### src/rtl/assert_macros.svh
// ---------------------------------------------------------------------------
// Assertion macros
// Shared concurrent assertion forms for the RTL.
// ---------------------------------------------------------------------------
`ifndef ASSERT_MACROS_SVH
`define ASSERT_MACROS_SVH

// Property that must hold at every clock edge out of reset
`define ASSERT_ALWAYS(label, clk, rstn, prop, msg) \
    label: assert property (@(posedge clk) disable iff (!(rstn)) (prop)) else $error(msg);

// Implication checked in the same cycle
`define ASSERT_IMPLY(label, clk, rstn, ante, cons, msg) \
    label: assert property (@(posedge clk) disable iff (!(rstn)) (ante) |-> (cons)) \
        else $error(msg);

`endif

### src/rtl/mts_pkg.sv
// ---------------------------------------------------------------------------
// mts_pkg
// Types, opcodes and the pitch-to-frequency table of the melody sequencer.
// ---------------------------------------------------------------------------
package mts_pkg;

    // Request opcodes
    localparam logic [2:0] OP_TICK   = 3'd0;
    localparam logic [2:0] OP_WRITE  = 3'd1;
    localparam logic [2:0] OP_PLAY   = 3'd2;
    localparam logic [2:0] OP_STOP   = 3'd3;
    localparam logic [2:0] OP_PAUSE  = 3'd4;
    localparam logic [2:0] OP_RESUME = 3'd5;

    // Configuration register indexes
    localparam logic CFG_NOTE_UNIT = 1'b0;
    localparam logic CFG_GAP       = 1'b1;

    // Pitch codes below this select a table frequency
    localparam logic [6:0] NUM_PITCH = 7'd97;

    // Input request, opcode in the lowest bits
    typedef struct packed {
        logic [7:0] note_length;
        logic [6:0] pitch_code;
        logic [5:0] address;
        logic [2:0] opcode;
    } mts_in_t;

    // Result, tone_on in the lowest bit
    typedef struct packed {
        logic        playing;
        logic [13:0] tone_freq;
        logic        tone_on;
    } mts_out_t;

    // Note store entry: length over pitch
    typedef struct packed {
        logic [7:0] note_length;
        logic [6:0] pitch_code;
    } mts_note_t;

    // Semitone frequencies in Hz from A1 (55 Hz) upward
    function automatic logic [13:0] pitch_freq(input logic [6:0] code);
        logic [13:0] f;
        unique case (code)
            7'd0:  f = 14'd55;    7'd1:  f = 14'd58;    7'd2:  f = 14'd62;
            7'd3:  f = 14'd65;    7'd4:  f = 14'd69;    7'd5:  f = 14'd73;
            7'd6:  f = 14'd78;    7'd7:  f = 14'd82;    7'd8:  f = 14'd87;
            7'd9:  f = 14'd92;    7'd10: f = 14'd98;    7'd11: f = 14'd104;
            7'd12: f = 14'd110;   7'd13: f = 14'd117;   7'd14: f = 14'd123;
            7'd15: f = 14'd131;   7'd16: f = 14'd139;   7'd17: f = 14'd147;
            7'd18: f = 14'd156;   7'd19: f = 14'd165;   7'd20: f = 14'd175;
            7'd21: f = 14'd185;   7'd22: f = 14'd196;   7'd23: f = 14'd208;
            7'd24: f = 14'd220;   7'd25: f = 14'd233;   7'd26: f = 14'd247;
            7'd27: f = 14'd262;   7'd28: f = 14'd277;   7'd29: f = 14'd294;
            7'd30: f = 14'd311;   7'd31: f = 14'd330;   7'd32: f = 14'd349;
            7'd33: f = 14'd370;   7'd34: f = 14'd392;   7'd35: f = 14'd415;
            7'd36: f = 14'd440;   7'd37: f = 14'd466;   7'd38: f = 14'd494;
            7'd39: f = 14'd523;   7'd40: f = 14'd554;   7'd41: f = 14'd587;
            7'd42: f = 14'd622;   7'd43: f = 14'd659;   7'd44: f = 14'd698;
            7'd45: f = 14'd740;   7'd46: f = 14'd784;   7'd47: f = 14'd831;
            7'd48: f = 14'd880;   7'd49: f = 14'd932;   7'd50: f = 14'd988;
            7'd51: f = 14'd1047;  7'd52: f = 14'd1109;  7'd53: f = 14'd1175;
            7'd54: f = 14'd1245;  7'd55: f = 14'd1319;  7'd56: f = 14'd1397;
            7'd57: f = 14'd1480;  7'd58: f = 14'd1568;  7'd59: f = 14'd1661;
            7'd60: f = 14'd1760;  7'd61: f = 14'd1865;  7'd62: f = 14'd1976;
            7'd63: f = 14'd2093;  7'd64: f = 14'd2217;  7'd65: f = 14'd2349;
            7'd66: f = 14'd2489;  7'd67: f = 14'd2637;  7'd68: f = 14'd2794;
            7'd69: f = 14'd2960;  7'd70: f = 14'd3136;  7'd71: f = 14'd3322;
            7'd72: f = 14'd3520;  7'd73: f = 14'd3729;  7'd74: f = 14'd3951;
            7'd75: f = 14'd4186;  7'd76: f = 14'd4435;  7'd77: f = 14'd4699;
            7'd78: f = 14'd4978;  7'd79: f = 14'd5274;  7'd80: f = 14'd5588;
            7'd81: f = 14'd5920;  7'd82: f = 14'd6272;  7'd83: f = 14'd6645;
            7'd84: f = 14'd7040;  7'd85: f = 14'd7459;  7'd86: f = 14'd7902;
            7'd87: f = 14'd8372;  7'd88: f = 14'd8870;  7'd89: f = 14'd9397;
            7'd90: f = 14'd9956;  7'd91: f = 14'd10548; 7'd92: f = 14'd11175;
            7'd93: f = 14'd11840; 7'd94: f = 14'd12544; 7'd95: f = 14'd13290;
            7'd96: f = 14'd14080;
            default: f = 14'd0;
        endcase
        return f;
    endfunction

endpackage

### src/rtl/melody_tone_sequencer.sv
// A request's result is registered and shown in the cycle after it is accepted.
// Throughput: one request per cycle unless the result channel stalls; the note store
// prefetches the read pointer's entry every cycle, so a loading tick needs no extra read.
// Reset (aresetn low, synchronous): melody stopped, tone off, pointer zero,
// registers zero; the note store keeps its contents and no clearing pass runs.
// ---------------------------------------------------------------------------
// melody_tone_sequencer
// Note store, tick-driven countdown and tone register of a melody player.
// ---------------------------------------------------------------------------
module melody_tone_sequencer
    import mts_pkg::*;
#(
    parameter int NOTE_DEPTH = 64,
    parameter int REST_CODE  = 97,
    parameter int END_CODE   = 98
) (
    input  logic        aclk,
    input  logic        aresetn,
    // request channel
    input  logic        s_tvalid,
    output logic        s_tready,
    input  logic [23:0] s_tdata,   // opcode[2:0] address[8:3] pitch_code[15:9] note_length[23:16]
    // result channel
    output logic        m_tvalid,
    input  logic        m_tready,
    output logic [15:0] m_tdata,   // tone_on[0] tone_freq[14:1] playing[15]
    output logic        m_tlast,   // finished
    // configuration
    input  logic        cfg_we,
    input  logic        cfg_index,
    input  logic [7:0]  cfg_wdata
);

    `include "assert_macros.svh"

    localparam int IDX_W = $clog2(NOTE_DEPTH);
    localparam logic [IDX_W-1:0] LAST_IDX = IDX_W'(NOTE_DEPTH - 1);
    localparam logic [6:0] REST_C = 7'(REST_CODE);
    localparam logic [6:0] END_C  = 7'(END_CODE);

    localparam logic [1:0] PH_IDLE = 2'd0;
    localparam logic [1:0] PH_TONE = 2'd1;
    localparam logic [1:0] PH_GAP  = 2'd2;

    // Configuration registers
    logic [7:0] note_unit_reg;
    logic [7:0] gap_reg;

    // Sequencer state
    logic [IDX_W-1:0] rd_ptr_reg, rd_ptr_next;
    logic [1:0]       phase_reg, phase_next;
    logic [15:0]      cd_reg, cd_next;
    logic             running_reg, running_next;
    logic             held_reg, held_next;
    logic             tone_on_reg, tone_on_next;
    logic [13:0]      tone_freq_reg, tone_freq_next;
    logic             done;

    // Output register
    logic             m_tvalid_reg;
    mts_out_t         m_data_reg;
    logic             m_last_reg;

    // Note store and prefetch
    mts_note_t        note_mem [NOTE_DEPTH];
    mts_note_t        rd_data_reg;
    mts_note_t        byp_data_reg;
    logic             byp_reg;
    mts_note_t        entry;
    mts_note_t        wr_note;
    logic             store_we;
    logic [IDX_W-1:0] addr_idx;
    logic [IDX_W-1:0] rd_idx;
    logic [IDX_W-1:0] addr_wrap [64];

    mts_in_t          item;
    logic             accept;
    logic [15:0]      cd_dec;
    logic [15:0]      note_time;
    logic [15:0]      load_cd;

    assign item     = mts_in_t'(s_tdata);
    assign s_tready = !m_tvalid_reg || m_tready;
    assign accept   = s_tvalid && s_tready;

    // Wrap each request address into the store, one constant entry per address
    for (genvar g = 0; g < 64; g++) begin : g_addr_wrap
        assign addr_wrap[g] = IDX_W'(g % NOTE_DEPTH);
    end

    assign addr_idx = addr_wrap[item.address];
    assign wr_note  = '{note_length: item.note_length, pitch_code: item.pitch_code};
    assign store_we = accept && (item.opcode == OP_WRITE);

    // Read at the pointer the next request will see
    assign rd_idx = aresetn ? rd_ptr_next : '0;

    // Take the write data when it lands on the prefetched entry
    assign entry = byp_reg ? byp_data_reg : rd_data_reg;

    // Note time less the gap, floored at zero
    assign note_time = 16'(note_unit_reg) * 16'(entry.note_length);
    assign load_cd   = (note_time > 16'(gap_reg)) ? note_time - 16'(gap_reg) : 16'd0;
    assign cd_dec    = cd_reg - 16'(cd_reg != 16'd0);

    // Configuration writes
    always_ff @(posedge aclk) begin
        if (!aresetn) begin
            note_unit_reg <= '0;
            gap_reg       <= '0;
        end else if (cfg_we) begin
            unique case (cfg_index)
                CFG_NOTE_UNIT: note_unit_reg <= cfg_wdata;
                CFG_GAP:       gap_reg       <= cfg_wdata;
                default:       ;
            endcase
        end
    end

    // Note store with registered read and write-through bypass
    always_ff @(posedge aclk) begin
        if (store_we) begin
            note_mem[addr_idx] <= wr_note;
        end
        rd_data_reg  <= note_mem[rd_idx];
        byp_reg      <= store_we && (addr_idx == rd_idx);
        byp_data_reg <= wr_note;
    end

    // Step the sequencer on each accepted request
    always_comb begin
        rd_ptr_next    = rd_ptr_reg;
        phase_next     = phase_reg;
        cd_next        = cd_reg;
        running_next   = running_reg;
        held_next      = held_reg;
        tone_on_next   = tone_on_reg;
        tone_freq_next = tone_freq_reg;
        done           = 1'b0;
        if (accept) begin
            unique case (item.opcode)
                OP_TICK: begin
                    if (running_reg && !held_reg) begin
                        cd_next = cd_dec;
                        if (cd_dec == 16'd0) begin
                            priority if (phase_reg == PH_TONE) begin
                                // end of tone: start the gap
                                tone_on_next   = 1'b0;
                                tone_freq_next = '0;
                                phase_next     = PH_GAP;
                                cd_next        = 16'(gap_reg);
                            end else if (entry.pitch_code >= END_C) begin
                                // end code: stop the melody
                                tone_on_next   = 1'b0;
                                tone_freq_next = '0;
                                running_next   = 1'b0;
                                held_next      = 1'b0;
                                phase_next     = PH_IDLE;
                                cd_next        = '0;
                                done           = 1'b1;
                            end else begin
                                // load the next note or rest
                                if (entry.pitch_code != REST_C &&
                                    entry.pitch_code < NUM_PITCH) begin
                                    tone_on_next   = 1'b1;
                                    tone_freq_next = pitch_freq(entry.pitch_code);
                                end else begin
                                    tone_on_next   = 1'b0;
                                    tone_freq_next = '0;
                                end
                                cd_next     = load_cd;
                                rd_ptr_next = (rd_ptr_reg == LAST_IDX) ? '0
                                            : rd_ptr_reg + 1'b1;
                                phase_next  = PH_TONE;
                            end
                        end
                    end
                end
                OP_PLAY: begin
                    tone_on_next   = 1'b0;
                    tone_freq_next = '0;
                    held_next      = 1'b0;
                    phase_next     = PH_IDLE;
                    cd_next        = '0;
                    rd_ptr_next    = addr_idx;
                    running_next   = 1'b1;
                end
                OP_STOP: begin
                    tone_on_next   = 1'b0;
                    tone_freq_next = '0;
                    running_next   = 1'b0;
                    held_next      = 1'b0;
                    phase_next     = PH_IDLE;
                    cd_next        = '0;
                end
                OP_PAUSE: begin
                    if (running_reg) begin
                        held_next      = 1'b1;
                        tone_on_next   = 1'b0;
                        tone_freq_next = '0;
                    end
                end
                OP_RESUME: begin
                    if (running_reg && held_reg) begin
                        held_next = 1'b0;
                    end
                end
                default: ;
            endcase
        end
    end

    // Hold sequencer state
    always_ff @(posedge aclk) begin
        if (!aresetn) begin
            rd_ptr_reg    <= '0;
            phase_reg     <= PH_IDLE;
            cd_reg        <= '0;
            running_reg   <= 1'b0;
            held_reg      <= 1'b0;
            tone_on_reg   <= 1'b0;
            tone_freq_reg <= '0;
        end else begin
            rd_ptr_reg    <= rd_ptr_next;
            phase_reg     <= phase_next;
            cd_reg        <= cd_next;
            running_reg   <= running_next;
            held_reg      <= held_next;
            tone_on_reg   <= tone_on_next;
            tone_freq_reg <= tone_freq_next;
        end
    end

    // Output register: load on accept, drop when taken
    always_ff @(posedge aclk) begin
        if (!aresetn) begin
            m_tvalid_reg <= 1'b0;
        end else if (accept) begin
            m_tvalid_reg <= 1'b1;
        end else if (m_tready) begin
            m_tvalid_reg <= 1'b0;
        end
    end

    always_ff @(posedge aclk) begin
        if (accept) begin
            m_data_reg <= '{playing: running_next, tone_freq: tone_freq_next,
                            tone_on: tone_on_next};
            m_last_reg <= done;
        end
    end

    assign m_tvalid = m_tvalid_reg;
    assign m_tdata  = m_data_reg;
    assign m_tlast  = m_last_reg;

    `ASSERT_IMPLY(a_tone_needs_run, aclk, aresetn, tone_on_reg, running_reg && !held_reg, "tone sounds outside a running melody")
    `ASSERT_IMPLY(a_held_needs_run, aclk, aresetn, held_reg, running_reg, "pause held without a melody")
    `ASSERT_IMPLY(a_silent_freq, aclk, aresetn, !tone_on_reg, tone_freq_reg == 14'd0, "frequency left over while silent")
    `ASSERT_IMPLY(a_idle_phase, aclk, aresetn, !running_reg, phase_reg == PH_IDLE && cd_reg == 16'd0, "countdown active while stopped")
    `ASSERT_ALWAYS(a_finish_stops, aclk, aresetn, !(m_tvalid_reg && m_last_reg) || !m_data_reg.playing, "finish reported while still playing")

endmodule

### config.mk
export PLATFORM = sky130hd
export DESIGN_NAME = melody_tone_sequencer
export DESIGN_NICKNAME = d
export VERILOG_FILES = /design/src/rtl/mts_pkg.sv /design/src/rtl/melody_tone_sequencer.sv
export VERILOG_INCLUDE_DIRS = /design/src /design/src/rtl
export SDC_FILE = /design/constraint.sdc
export NUM_CORES = 2
export LEC_CHECK = 0
export BUFFER_PORTS_ARGS = -buffer_cell sky130_fd_sc_hd__buf_2
export CAP_MARGIN = 20
export CELL_PAD_IN_SITES_DETAIL_PLACEMENT = 0
export CELL_PAD_IN_SITES_GLOBAL_PLACEMENT = 2
export CORE_MARGIN = 2
export CORE_UTILIZATION = 48
export CTS_CLUSTER_SIZE = 24
export DETAILED_ROUTE_END_ITERATION = 16
export HOLD_SLACK_MARGIN = 0.15
export PLACE_DENSITY = 0.83
export SYNTH_ARGS = -nofsm -noshare
export SYNTH_HDL_FRONTEND = slang
export SYNTH_SLANG_ARGS = --single-unit
### constraint.sdc
create_clock -name aclk -period 18 [get_ports aclk]
set_clock_uncertainty 0.2 [all_clocks]
set_input_delay 0.9 -clock aclk [delete_from_list [all_inputs] [get_ports aclk]]
set_output_delay 0.9 -clock aclk [all_outputs]
set_load 0.05 [all_outputs]
==> out/qor.txt <==
CP required: 18350 ps
Iter 0 DRT Violations: 3425
Die Wd: 315 um
Hold Crit Start: cd_reg[6]
Startpoint types: flip-flop
Final Hold Fails: 0
Num rows: 113
Slowest stage cell, crit path: buf_4
Largest net degree at the start of global routing: 165
Seq pwr share: 0.495
R2R Path Start: cd_reg[9]
Clock network fraction of total power: 0.387
Number of flops mapped to enable cells by yosys: 977
Die height: 315 um
Mapped Nets: 3911
Vias: 31600
Detailed Place HPWL: 76.4 mm
Net Switching: 1400 uW
Core ar.: 95300 sq um
Worst r2r path cells: 22
Setup crit end kind: flip-flop
CP Class: reg2reg
TritonCTS buffer count: 109
Hold Crit Class: reg2reg
Antenna cells: 0
Max-Cap Viols: 0
Largest register FFs: 960
Synth Register Bits: 1066
Deepest clock path buffer count: 3
Register area share after synthesis: 0.672
Initial Util: 0.486
CP Max Fanout: 161
IO Pins: 57
Register area: 31100 sq um
CTS root buf: clkbuf_16
Vias in the first global route: 30400
Multi-input gate area: 14000 sq um
PwrDens: 107 nW/um^2
Syn avg cell area: 12.3 sq um
Minimum clock period: 9260 ps
GR Util All Layers: 0.263
Area Overhead vs Synth: 11.4%
RSZ-0062 raised after global routing: no
WP data arrival: 9610 ps
R2R setup slack: 8740 ps
Final setup violation count: 0
Worst-Margin Slew: 1120 ps
Mapped cell area: 46300 sq um
CTS tree: done
Critical path cell sequence: or2_2, or3_1, nor4_1, nand4_1, ha_1, ha_1, or4bb_1, nor4_1, nand3_1, nor4_2, buf_4, a2bb2oi_2, buf_4, nand2_4, inv_8, buf_4, buf_4, mux2i_1, a221oi_1, o21ai_0, o21ai_0, or4_1
Synth warn: 0
Slew Viols, Final: 0
Global-route wire length before repair: 195 mm
Hold bufs inserted after CTS: 0
Cell mode on critical path: buf_4
Setup bufs post-CTS: 0
# port buffers: 56
Post-synth cell types: 72
Routability congestion estimate: 0.862
DRT antenna net count: 0
Final wirelength: 132 mm
Total Nets Final: 3948
Net Sw Frac: 0.252
Pleak: 0.0183 uW
Setup_tns: 0 ps
Syn Inst Count: 3781
DRT Pass-1 Iters: 6
Wire per inst: 25.5 um
# DRC: 0
Asr flop ratio synth: 0
H-tree levels: 3
Fin crit share: 0.515
Primary FF master, synth: edfxtp_1
Clock transition at path regs: 60 ps
Status: completed
Hold_ws: 299 ps
Int Power: 4140 uW
R2r endpoint: rd_data_reg[13]
Hold depth: 2
Grt ovf: 0
CTS sink count: 1066
Max_slew headroom: 0.253
F_max: 108 MHz
Clk_lat worst skew: 670 ps
Worst path max stage delay: 960 ps
Antenna violations before repair: 7
Comb pwr share: 0.118
Post-CTS sizing: 0
Vias per cell: 6.11
Hold Path Sink: cd_reg[6]
FILL cells: 7972
Peak VDD IR: 0.0911 mV
Layout cell share with drive strength beyond 1: 0.0961
DIE AREA: 99000 sq um
## cells in the mapped netlist (20+ instances only)
cell      count  area [sq um]
a22oi_1     179          1340
buf_1        36           135
a21oi_1     292          1460
a211oi_1     74           556
a31oi_1      61           382
mux2i_1      53           531
nand3_1     235          1180
and3_1       53           332
nand2_1     716          2690
o21ai_0      66           330
dfxtp_1      89          1780
nor2_1      139           522
clkbuf_1    181           679
nand4_1      24           150
inv_1        72           270
edfxtp_1    977         29300
a311oi_1     37           324
fa_1         37           741
and2_1       44           275
buf_2        26           130
nor3_1       33           165
nor2b_1      57           357
ha_1         55           688
or3_1        20           125
xnor2_1      20           175
## through the flow
| stage | power, uW | area [sq um] | std cells | setup WS [ps] | utilization |
|---|---|---|---|---|---|
| after floorplan | 3220 | 46300 | 3781 | 10900 | - |
| after global placement | 3430 | 48200 | 4965 | 9080 | 0.505 |
| after detailed placement | 3440 | 48200 | 4967 | 8980 | 0.506 |
| after CTS | 5570 | 51500 | 5163 | 8930 | 0.541 |
| after global routing | 5730 | 51600 | 5168 | 8340 | 0.542 |
| final | 5540 | 51600 | 5168 | 8740 | 0.542 |
## final cells by class
type	instances	area share
Sequential cell	1066	0.603
Multi-Input combinational cell	2394	0.272
Clock buffer	143	0.0577
Tap cell	1265	0.0307
Timing Repair Buffer	171	0.0236
Clock inverter	53	0.00725
Inverter	76	0.00577
## how the worst max path moves through the flow
stage	start	to	slack [ps]	cells past startpoint
2_1_floorplan	byp_reg	cd_reg[2]	10900	24
3_3_place_gp	cd_reg[9]	rd_data_reg[13]	9080	22
3_5_place_dp	cd_reg[9]	rd_data_reg[13]	8980	22
6_report	cd_reg[9]	rd_data_reg[13]	8740	22
5_1_grt	cd_reg[9]	rd_data_reg[13]	8340	22
4_1_cts	cd_reg[9]	rd_data_reg[13]	8930	22
## cell usage in the layout, fill, tap and decap left out, drive strengths merged, types with 8 or more instances in the layout
master	n
a21oi	292
fa	37
a311oi	37
o22ai	17
mux2i	53
ha	55
nand3	235
nor4	22
nor2	139
xnor2	20
nor3b	9
nor3	33
o211ai	13
edfxtp	977
a22oi	179
nand2b	11
clkinv	42
nand2	716
dfxtp	89
and2	44
buf	171
clkbuf	143
nor2b	57
inv	80
a31oi	61
and3	53
a21boi	12
o21a	8
nand4	24
o21ai	68
a211oi	75
or3	20
## metal layers
metal	GRT usage	wire, um
met4	0.0773	3400
met3	0.0373	9670
met1	0.369	55900
met2	0.429	63000
met5	0	39
## power by group through the flow
stage          registers, uW  logic (uW)  clock network, uW
4_1_cts                 2740         650               2170
3_3_place_gp            2790         636                  0
3_5_place_dp            2790         646                  0
5_1_grt                 2740         718               2270
2_1_floorplan           2790         434                  0
6_report                2740         655               2140
## critical path: cells and delay by family, from the launching register on
family                   cells  cell delay (ps)
adder cells (fa/ha/maj)      2              590
AO/OA/AOI/OAI                4              520
AND/OR/NAND/NOR             10             3500
flip-flops                   1              350
multiplexers                 1              320
buffers and inverters        5             3450
## cells by family after synthesis
group | after synthesis | synth area share
simple gates | 1386 | 0.136
flops | 1066 | 0.672
compound gates | 829 | 0.116
buf+inv | 321 | 0.0269
fa+ha+maj | 92 | 0.0308
mux | 60 | 0.0132
xor+xnor | 27 | 0.00511
No activity file was read; power rests on OpenSTA's default activity.
